### src/hdl/periodic_soft_timer_bank_core_assert.svh
// assertion macros shared by the timer bank modules
// each module that uses them provides clk and rst_n
`ifndef PERIODIC_SOFT_TIMER_BANK_CORE_ASSERT_SVH
`define PERIODIC_SOFT_TIMER_BANK_CORE_ASSERT_SVH

// condition implies consequence in the same cycle
`define PST_ASSERT_NOW(lbl, ante, cons, msg) \
    lbl: assert property (@(posedge clk) disable iff (!rst_n) (ante) |-> (cons)) \
        else $error(msg);

// condition implies consequence in the next cycle
`define PST_ASSERT_NEXT(lbl, ante, cons, msg) \
    lbl: assert property (@(posedge clk) disable iff (!rst_n) (ante) |=> (cons)) \
        else $error(msg);

`endif

### src/hdl/pst_pkg.sv
`default_nettype none

package pst_pkg;

    // bank size and derived widths
    localparam int TIMER_SLOTS = 16;
    localparam int SLOT_W      = (TIMER_SLOTS > 1) ? $clog2(TIMER_SLOTS) : 1;
    localparam int TOTAL_W     = $clog2(TIMER_SLOTS + 1);

    // fixed field widths
    localparam int CMD_W    = 3;
    localparam int IDX_W    = 4;
    localparam int PERIOD_W = 32;
    localparam int MASK_W   = 16;
    localparam int ACTIVE_W = 5;

    // queue between front and back
    localparam int QUEUE_DEPTH = 2;
    localparam int QPTR_W      = (QUEUE_DEPTH > 1) ? $clog2(QUEUE_DEPTH) : 1;
    localparam int QCNT_W      = $clog2(QUEUE_DEPTH + 1);

    typedef logic [SLOT_W-1:0] slot_t;

    // command codes on the input
    typedef enum logic [CMD_W-1:0] {
        CMD_CREATE = 3'd0,
        CMD_DELETE = 3'd1,
        CMD_START  = 3'd2,
        CMD_STOP   = 3'd3,
        CMD_TICK   = 3'd4
    } cmd_e;

    // classified operation
    typedef enum logic [2:0] {
        OP_CREATE,
        OP_DELETE,
        OP_START,
        OP_STOP,
        OP_TICK,
        OP_NONE
    } op_kind_t;

    typedef struct packed {
        logic [CMD_W-1:0]    command;
        logic [IDX_W-1:0]    slot_index;
        logic [PERIOD_W-1:0] new_period;
    } pst_in_t;

    typedef struct packed {
        logic                create_ok;
        logic [IDX_W-1:0]    created_slot;
        logic [MASK_W-1:0]   fired_mask;
        logic [ACTIVE_W-1:0] active_count;
        logic                slot_running;
    } pst_out_t;

    typedef struct packed {
        op_kind_t            kind;
        logic                idx_ok;
        slot_t               slot;
        logic [PERIOD_W-1:0] period;
    } op_t;

    // occupied count to the result field width
    function automatic logic [ACTIVE_W-1:0] to_active(logic [TOTAL_W-1:0] v);
        logic [63:0] w;
        w = 64'(v);
        return w[ACTIVE_W-1:0];
    endfunction

    // slot number to the result field width
    function automatic logic [IDX_W-1:0] to_index(slot_t v);
        logic [63:0] w;
        w = 64'(v);
        return w[IDX_W-1:0];
    endfunction

endpackage

`default_nettype wire

### src/hdl/pst_front.sv
`default_nettype none

module pst_front
    import pst_pkg::*;
(
    input  logic    cmd_valid,
    output logic    cmd_ready,
    input  pst_in_t cmd,
    output logic    push,
    output op_t     push_op,
    input  logic    q_full
);

    // take a transfer whenever the queue has room
    assign cmd_ready = !q_full;
    assign push      = cmd_valid && !q_full;

    // decode command and check the slot address
    always_comb
    begin
        push_op.idx_ok = ({28'd0, cmd.slot_index} < 32'(TIMER_SLOTS));
        push_op.slot   = slot_t'(cmd.slot_index);
        push_op.period = cmd.new_period;
        unique case (cmd.command)
            CMD_CREATE: push_op.kind = OP_CREATE;
            CMD_DELETE: push_op.kind = OP_DELETE;
            CMD_START:  push_op.kind = OP_START;
            CMD_STOP:   push_op.kind = OP_STOP;
            CMD_TICK:   push_op.kind = OP_TICK;
            default:    push_op.kind = OP_NONE;
        endcase
    end

endmodule

`default_nettype wire

### src/hdl/pst_queue.sv
`default_nettype none

`include "periodic_soft_timer_bank_core_assert.svh"

module pst_queue
    import pst_pkg::*;
(
    input  logic clk,
    input  logic rst_n,
    input  logic push,
    input  op_t  push_op,
    output logic full,
    input  logic pop,
    output op_t  pop_op,
    output logic not_empty
);

    op_t                q_mem [QUEUE_DEPTH];
    logic [QPTR_W-1:0]  wr_ptr_reg, wr_ptr_next;
    logic [QPTR_W-1:0]  rd_ptr_reg, rd_ptr_next;
    logic [QCNT_W-1:0]  count_reg,  count_next;

    assign full      = (count_reg == QCNT_W'(QUEUE_DEPTH));
    assign not_empty = (count_reg != '0);
    assign pop_op    = q_mem[rd_ptr_reg];

    // pointer and fill count update
    always_comb
    begin
        wr_ptr_next = wr_ptr_reg;
        rd_ptr_next = rd_ptr_reg;
        count_next  = count_reg;
        if (push)
        begin
            wr_ptr_next = (wr_ptr_reg == QPTR_W'(QUEUE_DEPTH - 1)) ? '0 : wr_ptr_reg + 1'b1;
        end
        if (pop)
        begin
            rd_ptr_next = (rd_ptr_reg == QPTR_W'(QUEUE_DEPTH - 1)) ? '0 : rd_ptr_reg + 1'b1;
        end
        if (push && !pop)
        begin
            count_next = count_reg + 1'b1;
        end
        else if (pop && !push)
        begin
            count_next = count_reg - 1'b1;
        end
    end

    always_ff @(posedge clk or negedge rst_n)
    begin
        if (!rst_n)
        begin
            wr_ptr_reg <= '0;
            rd_ptr_reg <= '0;
            count_reg  <= '0;
        end
        else
        begin
            wr_ptr_reg <= wr_ptr_next;
            rd_ptr_reg <= rd_ptr_next;
            count_reg  <= count_next;
        end
    end

    // entry storage
    always_ff @(posedge clk)
    begin
        if (push)
        begin
            q_mem[wr_ptr_reg] <= push_op;
        end
    end

    `PST_ASSERT_NOW(a_no_pop_when_empty, pop, not_empty, "queue popped while empty")
    `PST_ASSERT_NOW(a_no_push_when_full, push, !full, "queue pushed while full")
    `PST_ASSERT_NEXT(a_push_fills, push && !pop, count_reg != '0, "push left queue empty")

endmodule

`default_nettype wire

### src/hdl/pst_back.sv
`default_nettype none

`include "periodic_soft_timer_bank_core_assert.svh"

module pst_back
    import pst_pkg::*;
(
    input  logic     clk,
    input  logic     rst_n,
    input  logic     q_not_empty,
    input  op_t      q_op,
    output logic     pop,
    output logic     rsp_valid,
    input  logic     rsp_ready,
    output pst_out_t rsp
);

    typedef enum logic [2:0] {
        S_IDLE  = 3'b001,
        S_SWEEP = 3'b010,
        S_LAST  = 3'b100
    } state_t;

    state_t                  state_reg, state_next;
    logic [TIMER_SLOTS-1:0]  used_reg, used_next;
    logic [TIMER_SLOTS-1:0]  enabled_reg, enabled_next;
    logic [TOTAL_W-1:0]      total_reg, total_next;
    slot_t                   rd_idx_reg, rd_idx_next;
    logic                    proc_valid_reg, proc_valid_next;
    slot_t                   proc_idx_reg, proc_idx_next;
    logic [MASK_W-1:0]       fired_reg, fired_next;
    logic                    rsp_valid_reg;
    pst_out_t                rsp_reg, rsp_next;
    logic                    rsp_load;

    // period and counter memories
    logic [PERIOD_W-1:0]     period_mem [TIMER_SLOTS];
    logic [PERIOD_W-1:0]     count_mem  [TIMER_SLOTS];
    logic [PERIOD_W-1:0]     period_rd_reg;
    logic [PERIOD_W-1:0]     count_rd_reg;
    logic                    mem_rd_en;
    logic                    per_we;
    logic                    cnt_we;
    slot_t                   per_waddr;
    slot_t                   cnt_waddr;
    logic [PERIOD_W-1:0]     per_wdata;
    logic [PERIOD_W-1:0]     cnt_wdata;

    // lowest free slot
    logic [TIMER_SLOTS-1:0]  free_vec;
    logic [TIMER_SLOTS-1:0]  first_free_oh;
    slot_t                   free_slot;
    logic                    have_free;

    // sweep datapath
    logic                    live;
    logic [PERIOD_W-1:0]     count_inc;
    logic                    fire;
    logic [63:0]             fire_wide;
    logic [MASK_W-1:0]       fire_bit;

    logic                    rsp_free;

    assign rsp_free  = !rsp_valid_reg || rsp_ready;
    assign pop       = (state_reg == S_IDLE) && q_not_empty && rsp_free;
    assign rsp_valid = rsp_valid_reg;
    assign rsp       = rsp_reg;

    // isolate the lowest clear bit of the occupancy vector, then encode it
    assign free_vec      = ~used_reg;
    assign have_free     = |free_vec;
    assign first_free_oh = free_vec & ((~free_vec) + TIMER_SLOTS'(1));

    always_comb
    begin
        free_slot = '0;
        for (int i = 0; i < TIMER_SLOTS; i++)
        begin
            if (first_free_oh[i])
            begin
                free_slot = free_slot | slot_t'(i);
            end
        end
    end

    // one slot per cycle: increment and compare against the period
    always_comb
    begin
        live      = proc_valid_reg && used_reg[proc_idx_reg] && enabled_reg[proc_idx_reg];
        count_inc = count_rd_reg + 1'b1;
        fire      = live && (period_rd_reg != '0) && (count_inc == period_rd_reg);
        fire_wide = 64'(fire) << proc_idx_reg;
        fire_bit  = fire_wide[MASK_W-1:0];
    end

    // command execution and sweep sequencing
    always_comb
    begin
        state_next      = state_reg;
        used_next       = used_reg;
        enabled_next    = enabled_reg;
        total_next      = total_reg;
        rd_idx_next     = rd_idx_reg;
        proc_valid_next = 1'b0;
        proc_idx_next   = proc_idx_reg;
        fired_next      = fired_reg;
        rsp_load        = 1'b0;
        rsp_next        = '0;
        mem_rd_en       = 1'b0;
        per_we          = 1'b0;
        per_waddr       = free_slot;
        per_wdata       = q_op.period;
        cnt_we          = 1'b0;
        cnt_waddr       = q_op.slot;
        cnt_wdata       = '0;

        unique case (state_reg)
            S_IDLE:
            begin
                if (pop)
                begin
                    rsp_load = 1'b1;
                    case (q_op.kind)
                        OP_CREATE:
                        begin
                            if (have_free)
                            begin
                                used_next[free_slot]    = 1'b1;
                                enabled_next[free_slot] = 1'b0;
                                per_we                  = 1'b1;
                                cnt_we                  = 1'b1;
                                cnt_waddr               = free_slot;
                                total_next              = total_reg + 1'b1;
                                rsp_next.create_ok      = 1'b1;
                                rsp_next.created_slot   = to_index(free_slot);
                            end
                        end
                        OP_DELETE:
                        begin
                            if (q_op.idx_ok && used_reg[q_op.slot])
                            begin
                                used_next[q_op.slot]    = 1'b0;
                                enabled_next[q_op.slot] = 1'b0;
                                cnt_we                  = 1'b1;
                                total_next              = total_reg - 1'b1;
                            end
                        end
                        OP_START:
                        begin
                            if (q_op.idx_ok && used_reg[q_op.slot])
                            begin
                                enabled_next[q_op.slot] = 1'b1;
                            end
                        end
                        OP_STOP:
                        begin
                            if (q_op.idx_ok && used_reg[q_op.slot])
                            begin
                                enabled_next[q_op.slot] = 1'b0;
                                cnt_we                  = 1'b1;
                            end
                        end
                        OP_TICK:
                        begin
                            rsp_load    = 1'b0;
                            state_next  = S_SWEEP;
                            rd_idx_next = '0;
                            fired_next  = '0;
                        end
                        default:
                        begin
                        end
                    endcase
                    rsp_next.active_count = to_active(total_next);
                    if ((q_op.kind == OP_DELETE || q_op.kind == OP_START ||
                         q_op.kind == OP_STOP) && q_op.idx_ok)
                    begin
                        rsp_next.slot_running = enabled_next[q_op.slot];
                    end
                end
            end
            S_SWEEP:
            begin
                mem_rd_en       = 1'b1;
                proc_valid_next = 1'b1;
                proc_idx_next   = rd_idx_reg;
                if (rd_idx_reg == slot_t'(TIMER_SLOTS - 1))
                begin
                    state_next = S_LAST;
                end
                else
                begin
                    rd_idx_next = rd_idx_reg + 1'b1;
                end
            end
            S_LAST:
            begin
                state_next            = S_IDLE;
                rsp_load              = 1'b1;
                rsp_next.fired_mask   = fired_reg | fire_bit;
                rsp_next.active_count = to_active(total_reg);
            end
            default:
            begin
                state_next = S_IDLE;
            end
        endcase

        // counter write-back of the slot read last cycle
        if (live)
        begin
            cnt_we     = 1'b1;
            cnt_waddr  = proc_idx_reg;
            cnt_wdata  = fire ? '0 : count_inc;
            fired_next = fired_reg | fire_bit;
        end
    end

    // control state
    always_ff @(posedge clk or negedge rst_n)
    begin
        if (!rst_n)
        begin
            state_reg      <= S_IDLE;
            used_reg       <= '0;
            enabled_reg    <= '0;
            total_reg      <= '0;
            rd_idx_reg     <= '0;
            proc_valid_reg <= 1'b0;
            proc_idx_reg   <= '0;
            fired_reg      <= '0;
            rsp_valid_reg  <= 1'b0;
        end
        else
        begin
            state_reg      <= state_next;
            used_reg       <= used_next;
            enabled_reg    <= enabled_next;
            total_reg      <= total_next;
            rd_idx_reg     <= rd_idx_next;
            proc_valid_reg <= proc_valid_next;
            proc_idx_reg   <= proc_idx_next;
            fired_reg      <= fired_next;
            if (rsp_load)
            begin
                rsp_valid_reg <= 1'b1;
            end
            else if (rsp_ready)
            begin
                rsp_valid_reg <= 1'b0;
            end
        end
    end

    // result payload
    always_ff @(posedge clk)
    begin
        if (rsp_load)
        begin
            rsp_reg <= rsp_next;
        end
    end

    // memory ports: one write each, one registered read
    always_ff @(posedge clk)
    begin
        if (per_we)
        begin
            period_mem[per_waddr] <= per_wdata;
        end
        if (cnt_we)
        begin
            count_mem[cnt_waddr] <= cnt_wdata;
        end
        if (mem_rd_en)
        begin
            period_rd_reg <= period_mem[rd_idx_reg];
            count_rd_reg  <= count_mem[rd_idx_reg];
        end
    end

    `PST_ASSERT_NOW(a_total_matches_used, 1'b1, 32'(total_reg) == $countones(used_reg),
        "occupied count out of step with occupancy")
    `PST_ASSERT_NOW(a_enable_needs_used, 1'b1, (enabled_reg & ~used_reg) == '0,
        "free slot marked as enabled")
    `PST_ASSERT_NOW(a_sweep_rsp_empty, state_reg == S_SWEEP, !rsp_valid_reg,
        "result pending while sweeping")

endmodule

`default_nettype wire

### src/hdl/periodic_soft_timer_bank_core.sv
`default_nettype none

// Bank of TIMER_SLOTS periodic timer slots driven by create, delete, start, stop
// and tick commands, one result per command. Commands pass a two-entry queue
// into an execution unit; create, delete, start, stop and unknown codes are
// carried out there as they are popped, with the result registered. A tick
// sweeps the slots one per cycle through the period and counter memories,
// reading each slot's period and counter and writing the counter of each
// running slot back, then gives one result. The queue keeps taking commands
// while a sweep runs or a result waits to be taken, until it is full.
// No clearing pass is needed after reset.
module periodic_soft_timer_bank_core
    import pst_pkg::*;
(
    input  logic     clk,
    input  logic     rst_n,
    input  logic     cmd_valid,
    output logic     cmd_ready,
    input  pst_in_t  cmd,
    output logic     rsp_valid,
    input  logic     rsp_ready,
    output pst_out_t rsp
);

    logic push;
    op_t  push_op;
    logic q_full;
    logic pop;
    op_t  pop_op;
    logic q_not_empty;

    // command decode
    pst_front u_front (
        .cmd_valid (cmd_valid),
        .cmd_ready (cmd_ready),
        .cmd       (cmd),
        .push      (push),
        .push_op   (push_op),
        .q_full    (q_full)
    );

    // decoupling queue
    pst_queue u_queue (
        .clk       (clk),
        .rst_n     (rst_n),
        .push      (push),
        .push_op   (push_op),
        .full      (q_full),
        .pop       (pop),
        .pop_op    (pop_op),
        .not_empty (q_not_empty)
    );

    // slot state and execution
    pst_back u_back (
        .clk         (clk),
        .rst_n       (rst_n),
        .q_not_empty (q_not_empty),
        .q_op        (pop_op),
        .pop         (pop),
        .rsp_valid   (rsp_valid),
        .rsp_ready   (rsp_ready),
        .rsp         (rsp)
    );

endmodule

`default_nettype wire
### config.mk
export PLATFORM = sky130hd
export DESIGN_NAME = periodic_soft_timer_bank_core
export DESIGN_NICKNAME = d
export VERILOG_FILES = /design/src/hdl/pst_pkg.sv /design/src/hdl/pst_front.sv /design/src/hdl/pst_queue.sv /design/src/hdl/pst_back.sv /design/src/hdl/periodic_soft_timer_bank_core.sv
export VERILOG_INCLUDE_DIRS = /design/src /design/src/hdl
export SDC_FILE = /design/constraint.sdc
export NUM_CORES = 1
export LEC_CHECK = 0
export ABC_AREA = 1
export BUFFER_PORTS_ARGS = -buffer_cell sky130_fd_sc_hd__buf_2
export CAP_MARGIN = 5
export CORE_MARGIN = 10
export CORE_UTILIZATION = 40
export DETAILED_ROUTE_END_ITERATION = 10
export HOLD_SLACK_MARGIN = 0.15
export PLACE_DENSITY_LB_ADDON = 0.2
export SLEW_MARGIN = 20
export SYNTH_ARGS = -nofsm -noshare
export SYNTH_HDL_FRONTEND = slang
export SYNTH_SLANG_ARGS = --single-unit
export TNS_END_PERCENT = 1
### constraint.sdc
create_clock -name clk -period 8.9 [get_ports clk]
set_input_delay 0 -clock clk [delete_from_list [all_inputs] [get_ports clk]]
set_output_delay 0 -clock clk [all_outputs]
set_load 0.005 [all_outputs]
==> results of run 1 <==
[per-stage QoR]
step | total power [W] | instances | hold WS, ps
6_report | 0.0184 | 6270 | 315
5_1_grt | 0.0193 | 6269 | 351
4_1_cts | 0.0185 | 6269 | 232
3_5_place_dp | 0.0129 | 5939 | 191
3_3_place_gp | 0.0129 | 5939 | 187
2_1_floorplan | 0.0109 | 4290 | -296
[cell type report]
cell class                      count  area (um2)
Timing Repair Buffer              237        1860
Tap cell                         1742        2180
Sequential cell                  1263       37600
Fill cell                       11742       69500
Multi-Input combinational cell   2586       12900
Antenna cell                        1        2.50
Clock inverter                     70         726
Clock buffer                      175        3610
Inverter                          196         751
[where the power goes]
part | total [W] | switching [W] | internal, W
Clock | 0.00553 | 0.00235 | 0.00318
Combinational | 0.00505 | 0.00382 | 0.00124
Sequential | 0.00782 | 0.000337 | 0.00748
Total | 0.0184 | 0.00651 | 0.0119
[worst register-to-register path: cells and delay by family, from the launching register on]
family / cells / cell delay, ps
and+or+nand+nor: 7 / 1790
buffers and inverters: 8 / 2490
AOI/OAI and AO/OA: 1 / 350
DFF: 1 / 330
[kinds of logic after synthesis]
| family | count (synthesis) | share of synthesized area |
|---|---|---|
| simple gates | 1655 | 0.136 |
| flops | 1263 | 0.724 |
| compound gates | 889 | 0.0994 |
| buf+inv | 441 | 0.0326 |
| xor+xnor | 36 | 0.00648 |
| fa+ha+maj | 5 | 0.00120 |
| mux | 1 | 0.000434 |
[worst paths after layout]
path / cells after the start / end
setup / recovery: 16 / u_back.count_mem[7][5]$_DFFE_PP_
hold / removal: 6 / u_queue.wr_ptr_reg$_DFFE_PN0P_
setup reg to reg: 16 / u_back.count_mem[7][5]$_DFFE_PP_
hold reg to reg: 1 / u_queue.count_reg[0]$_DFFE_PN0P_
max in group asynchronous: 4 / u_back.rd_idx_reg[3]$_DFFE_PN0P_
min in group asynchronous: 3 / u_back.state_reg[0]$_DFFE_PN1P_
[cell usage in the layout, fill, tap and decap left out, types with 30 or more instances in the layout]
cell / instances
o21ai_0: 412
edfxtp_1: 1193
buf_2: 70
inv_1: 175
nand2_1: 842
a221oi_1: 76
clkbuf_16: 138
nor2_1: 389
o22ai_1: 81
clkinv_1: 30
clkbuf_1: 35
nand4_1: 89
buf_4: 80
dfrtp_1: 64
a21oi_1: 221
o221ai_1: 53
dlygate4sd3_1: 84
nor2_4: 39
nand3_1: 200
[layer usage]
layer / share of wire / vias up
met3: 0.055 / 223
met1: 0.44 / 16920
li1: - / 15864
met5: 0.000092 / -
met4: 0.023 / 2
met2: 0.48 / 1019
==> results.py, run 1 <==
metrics = {
    "worst_setup_path": {
        "cp.arrival_ps": 5760,
        "critPathLaunch": "u_queue.rd_ptr_reg$_DFFE_PN0P_",
        "path_max_fanout": 43,
        "crit_top_cell": "inv_2",
        "reg2reg_slack_ps": 3510,
        "crit_buf_inv": 8,
        "cpLargestDelayFamily": "buffers and inverters",
        "cp-end-kind": "flip-flop",
        "max_stage_delay_ps": 550,
        "path_cells": "buf_4 -> inv_2 -> or2_1 -> nand2_1 -> inv_2 -> nor2_2 -> buf_4 -> inv_2 -> nor2_2 -> inv_2 -> nor2_4 -> inv_2 -> o311ai_1 -> nand3_1 -> nor2_4 -> buf_4",
        "rr_startpoint": "u_queue.rd_ptr_reg$_DFFE_PN0P_",
        "cp_slowest_cell": "buf_4",
        "worstSetupPathType": "reg -> reg",
        "critPathLaunchType": "flip-flop",
        "required_ps": 9280,
    },
    "drt": {
        "ant_nets": 0,
        "drc_errors": 0,
        "wl_per_cell_um": 22.4,
        "first_iter_violations": 3138,
        "vias": 34028,
        "drt-total-wl_mm": 141,
        "viasPerCell": 5.43,
        "firstDrtPassIters": 7,
    },
    "synthesis": {
        "synth_commonest_cells": "edfxtp_1, nand2_1, nor2_1, o21ai_0, a21oi_1",
        "syn-num-nets": 4338,
        "synthesis.instances": 4290,
        "synth.area.top_cells": "edfxtp_1, nand2_1, o21ai_0",
        "ys_warn_count": 0,
        "yosysUniqueCellTypes": 56,
        "avgSynthCellArea_um2": 12.1,
        "ys_seq_area_frac": 0.724,
        "synth_most_common_cell": "edfxtp_1",
        "synthFlopType": "edfxtp_1",
        "netlist_area_mm2": 0.0519,
        "synth_async_sr_flop_share": 0.0554,
        "synth_area_leader_cell": "edfxtp_1",
        "ys_ff_latch": 1263,
        "synth_edf_count": 1193,
        "synth_top_area_frac": 0.690,
    },
    "final_layout": {
        "reg.largest.list": "u_back.count_mem (512), u_back.period_mem (512), u_queue.q_mem (78)",
        "final_core_util": 0.462,
        "syn_to_final_growth_pct": 14.9,
        "num-nets-final": 4467,
        "drive_gt1_frac": 0.0974,
        "finalInstanceArea_mm2": 0.0596,
    },
    "place": {
        "portBuffers": 71,
        "placed_area_mm2": 0.0544,
        "pre_cts_ws_ps": 3520,
        "dp_hpwl_mm": 75.8,
        "gp_congestion": 0.897,
    },
    "grt": {
        "grt_pass1_vias": 32667,
        "grtUsageTotal": 0.189,
        "antenna_found_initial": 2,
        "use_met2": 0.310,
        "met3_usage": 0.0287,
        "grt.busiest_layer": "met2",
        "grt_max_degree": 186,
        "grt_pass1_wl_mm": 211,
        "grtUsageMet1": 0.260,
        "grt_overflow_total": 0,
    },
    "die": {
        "ios": 72,
        "die-area_mm2": 0.145,
        "fp.coreArea_mm2": 0.129,
        "die_x_um": 380,
        "start_util": 0.402,
        "die_y_um": 380,
        "rows": 132,
    },
    "cts": {
        "postCtsHoldBufs": 85,
        "cts_buffers": 135,
        "insertion_delay_ps": 780,
        "cts_resized": 0,
        "post-cts-setup-buffer-count": 0,
        "cts_buffer_depth": 3,
        "clkTransAtPathRegs_ps": 50,
        "cts_max_level": 4,
        "cts_tree": "yes",
        "clock-sinks": 1263,
        "cts_root_buffer": "clkbuf_16",
    },
    "power": {
        "ir_worst_vdd_uv": 212,
        "leakagePower_nw": 20.7,
        "powerDensity_mw_per_mm2": 309,
    },
    "run_status": {
        "status": "complete, no violations",
    },
    "timing": {
        "final-setup-viol-count": 0,
        "period_needed_ps": 5390,
        "fin_tns_setup_ps": 0,
        "slew_headroom": 0.280,
        "finalMaxSlewViolations": 0,
        "final.setup.worst_slack_ps": 3510,
        "worstMarginPinSlew_ps": 1080,
        "fin_skew_ps": 38.1,
        "rsz0062_at_grt": "false",
        "timing.fmax_ghz": 0.186,
        "finalCritPeriodShare": 0.605,
        "hold_violations": 0,
    },
    "worst_hold_path": {
        "hp-class": "in -> reg",
        "hold_start": "cmd_valid",
    },
    "flow_run": {
        "max-cap-violations": 0,
    },
}
No activity file was read; power rests on OpenSTA's default activity.
==> run 2: changes to the inputs <==
==> constraint.sdc (replaced) <==
create_clock -name clk -period 4.7 [get_ports clk]
set_input_delay 0 -clock clk [delete_from_list [all_inputs] [get_ports clk]]
set_output_delay 0 -clock clk [all_outputs]
set_load 0.005 [all_outputs]
==> run 2 against run 1 <==
  * Maximum frequency rose by 28%
  * Global-route usage rose by 0.44 points
  * Die area did not move
  * Largest power group unchanged
  * Setup slack got worse by 3000 ps
  * Clock power rose by 86%
  * Critical path type unchanged
  * Sequential share of layout area fell by 0.37 points
  * Combinational power rose by 98%
==> results.py, run 2 (same netlist as run 1, synthesis figures left out) <==
metrics = {
    "final_layout": {
        "layout_commonest_cell": "edfxtp_1",
        "finalInstanceArea_mm2": 0.0600,
        "reg.largest.list": "u_back.count_mem (512), u_back.period_mem (512), u_queue.q_mem (78)",
        "drive_gt1_frac": 0.106,
        "fill_cells": 11744,
        "mostFrequentLayoutCells": "edfxtp_1, nand2_1, o21ai_0, nor2_1, a21oi_1",
        "syn_to_final_growth_pct": 15.6,
        "n_antenna_cell": 0,
        "num-nets-final": 4508,
    },
    "grt": {
        "met3_usage": 0.0277,
        "grtUsageMet1": 0.265,
        "antenna_found_initial": 2,
        "grtUsageTotal": 0.194,
        "grt_pass1_vias": 33142,
        "grt.busiest_layer": "met2",
        "grt_max_degree": 179,
        "use_met2": 0.321,
        "grt_overflow_total": 0,
        "grt_pass1_wl_mm": 216,
    },
    "timing": {
        "worstMarginPinSlew_ps": 1130,
        "fin_tns_setup_ps": 0,
        "slew_headroom": 0.245,
        "rsz0062_at_grt": "false",
        "period_needed_ps": 4200,
        "hold_violations": 0,
        "finalMaxSlewViolations": 0,
        "finalCritPeriodShare": 0.893,
        "final-setup-viol-count": 0,
        "timing.fmax_ghz": 0.238,
        "fin_skew_ps": 50.5,
    },
    "cts": {
        "cts_max_level": 4,
        "insertion_delay_ps": 780,
        "clkTransAtPathRegs_ps": 60,
        "cts_resized": 0,
        "cts_root_buffer": "clkbuf_16",
        "clock-sinks": 1263,
        "cts_tree": "yes",
        "cts_buffers": 137,
        "cts_buffer_depth": 3,
    },
    "drt": {
        "drt-total-wl_mm": 144,
        "viasPerCell": 5.44,
        "ant_nets": 0,
        "vias": 34284,
        "drc_errors": 0,
        "wl_per_cell_um": 22.8,
        "first_iter_violations": 3310,
        "firstDrtPassIters": 6,
    },
    "worst_setup_path": {
        "cp.arrival_ps": 4560,
        "worstSetupPathType": "reg -> reg",
        "path_cells": "inv_2 -> or2_1 -> nand2_1 -> inv_2 -> nor2_4 -> inv_1 -> o311ai_1 -> nand3_1 -> nor2_4 -> buf_4",
        "cp-end-kind": "flip-flop",
        "crit_buf_inv": 4,
        "rr_worst_depth": 10,
        "cp_slowest_cell": "o311ai_1",
        "critPathLaunchType": "flip-flop",
        "rr_startpoint": "u_queue.rd_ptr_reg$_DFFE_PN0P_",
        "cpLargestDelayFamily": "simple AND/OR/NAND/NOR gates",
        "path_max_fanout": 32,
        "reg2reg_slack_ps": 500,
        "reg2reg_to": "u_back.count_mem[3][3]$_DFFE_PP_",
        "required_ps": 5060,
        "max_stage_delay_ps": 690,
    },
    "die": {
        "die-area_mm2": 0.145,
        "die_y_um": 380,
        "start_util": 0.402,
        "die_x_um": 380,
        "fp.coreArea_mm2": 0.129,
        "rows": 132,
        "ios": 72,
    },
    "worst_hold_path": {
        "hp-class": "in -> reg",
        "hold_start": "cmd_valid",
        "whs_path_depth": 6,
        "holdPathEnd": "u_queue.wr_ptr_reg$_DFFE_PN0P_",
    },
    "power": {
        "leakagePower_nw": 20.9,
        "ir_worst_vdd_uv": 404,
        "powerDensity_mw_per_mm2": 585,
    },
    "place": {
        "portBuffers": 71,
        "gp_congestion": 0.939,
        "placed_area_mm2": 0.0548,
        "dp_hpwl_mm": 80.8,
    },
    "run_status": {
        "status": "complete, no violations",
    },
    "flow_run": {
        "max-cap-violations": 0,
    },
}
==> run 2: changes by cell type in the layout (fill, tap and decap cells not counted), moves of 2 or more <==
cell / delta
buf_12: +8
buf_4: +31
bufinv_16: -4
clkbuf_1: -6
clkinv_1: -2
clkinv_2: +3
inv_16: +3
==> run 2: stage by stage <==
| step | cells | hold WS (ps) | utilization | power (W) | setup WS [ps] |
|---|---|---|---|---|---|
| floorplan | 4290 | -296 | - | 0.0207 | 381 |
| global placement | 5978 | 188 | 0.425 | 0.0249 | 634 |
| detailed placement | 5978 | 191 | 0.425 | 0.0249 | 571 |
| CTS | 6302 | 230 | 0.465 | 0.0353 | 523 |
| global route | 6302 | 309 | 0.465 | 0.0369 | 193 |
| finish | 6302 | 275 | 0.465 | 0.0351 | 504 |
==> run 2: cell type report <==
| class | count | area [um2] | area share |
|---|---|---|---|
| timing repair buffer | 276 | 2250 | 0.0375 |
| clock inverter | 70 | 703 | 0.0117 |
| tap | 1742 | 2180 | 0.0363 |
| inverter | 196 | 753 | 0.0126 |
| sequential | 1263 | 37600 | 0.627 |
| multi-input combinational | 2586 | 12900 | 0.216 |
| clock buffer | 169 | 3590 | 0.0598 |
==> run 2: how the worst max path moves through the flow <==
stage | from | end | slack (ps) | cells after the start
2_1_floorplan | u_queue.rd_ptr_reg$_DFFE_PN0P_ | u_back.period_mem[4][0]$_DFFE_PP_ | 380 | 12
3_3_place_gp | u_queue.rd_ptr_reg$_DFFE_PN0P_ | u_back.count_mem[3][3]$_DFFE_PP_ | 630 | 10
3_5_place_dp | u_queue.rd_ptr_reg$_DFFE_PN0P_ | u_back.count_mem[3][3]$_DFFE_PP_ | 570 | 10
4_1_cts | u_queue.rd_ptr_reg$_DFFE_PN0P_ | u_back.count_mem[3][3]$_DFFE_PP_ | 520 | 10
5_1_grt | u_queue.rd_ptr_reg$_DFFE_PN0P_ | u_back.count_mem[3][3]$_DFFE_PP_ | 190 | 10
6_report | u_queue.rd_ptr_reg$_DFFE_PN0P_ | u_back.count_mem[3][3]$_DFFE_PP_ | 500 | 10
==> run 2: power by group <==
group / internal, W / total (W) / switching, W
Clock: 0.00582 / 0.0103 / 0.00450
Sequential: 0.0142 / 0.0148 / 0.000627
Combinational: 0.00245 / 0.00998 / 0.00753
==> run 2: routing by layer <==
| metal | part of all wire | routed length, um |
|---|---|---|
| met4 | 0.021 | 3030 |
| met3 | 0.055 | 7950 |
| met5 | 0 | 0 |
| met2 | 0.48 | 69500 |
| met1 | 0.44 | 63200 |
==> run 2: timing repair <==
| item | CTS | global route |
|---|---|---|
| hold buffers | 85 | 0 |
| setup buffers | 0 | 0 |
| endpoints found under the hold margin | 254 | 0 |
==> run 2: tightest hold or removal path: stages <==
cell	delay [ps]
dlygate4sd3_1	520
buf_2	90
nand2_1	140
inv_1	120
nor2_1	50
nor2_1	70
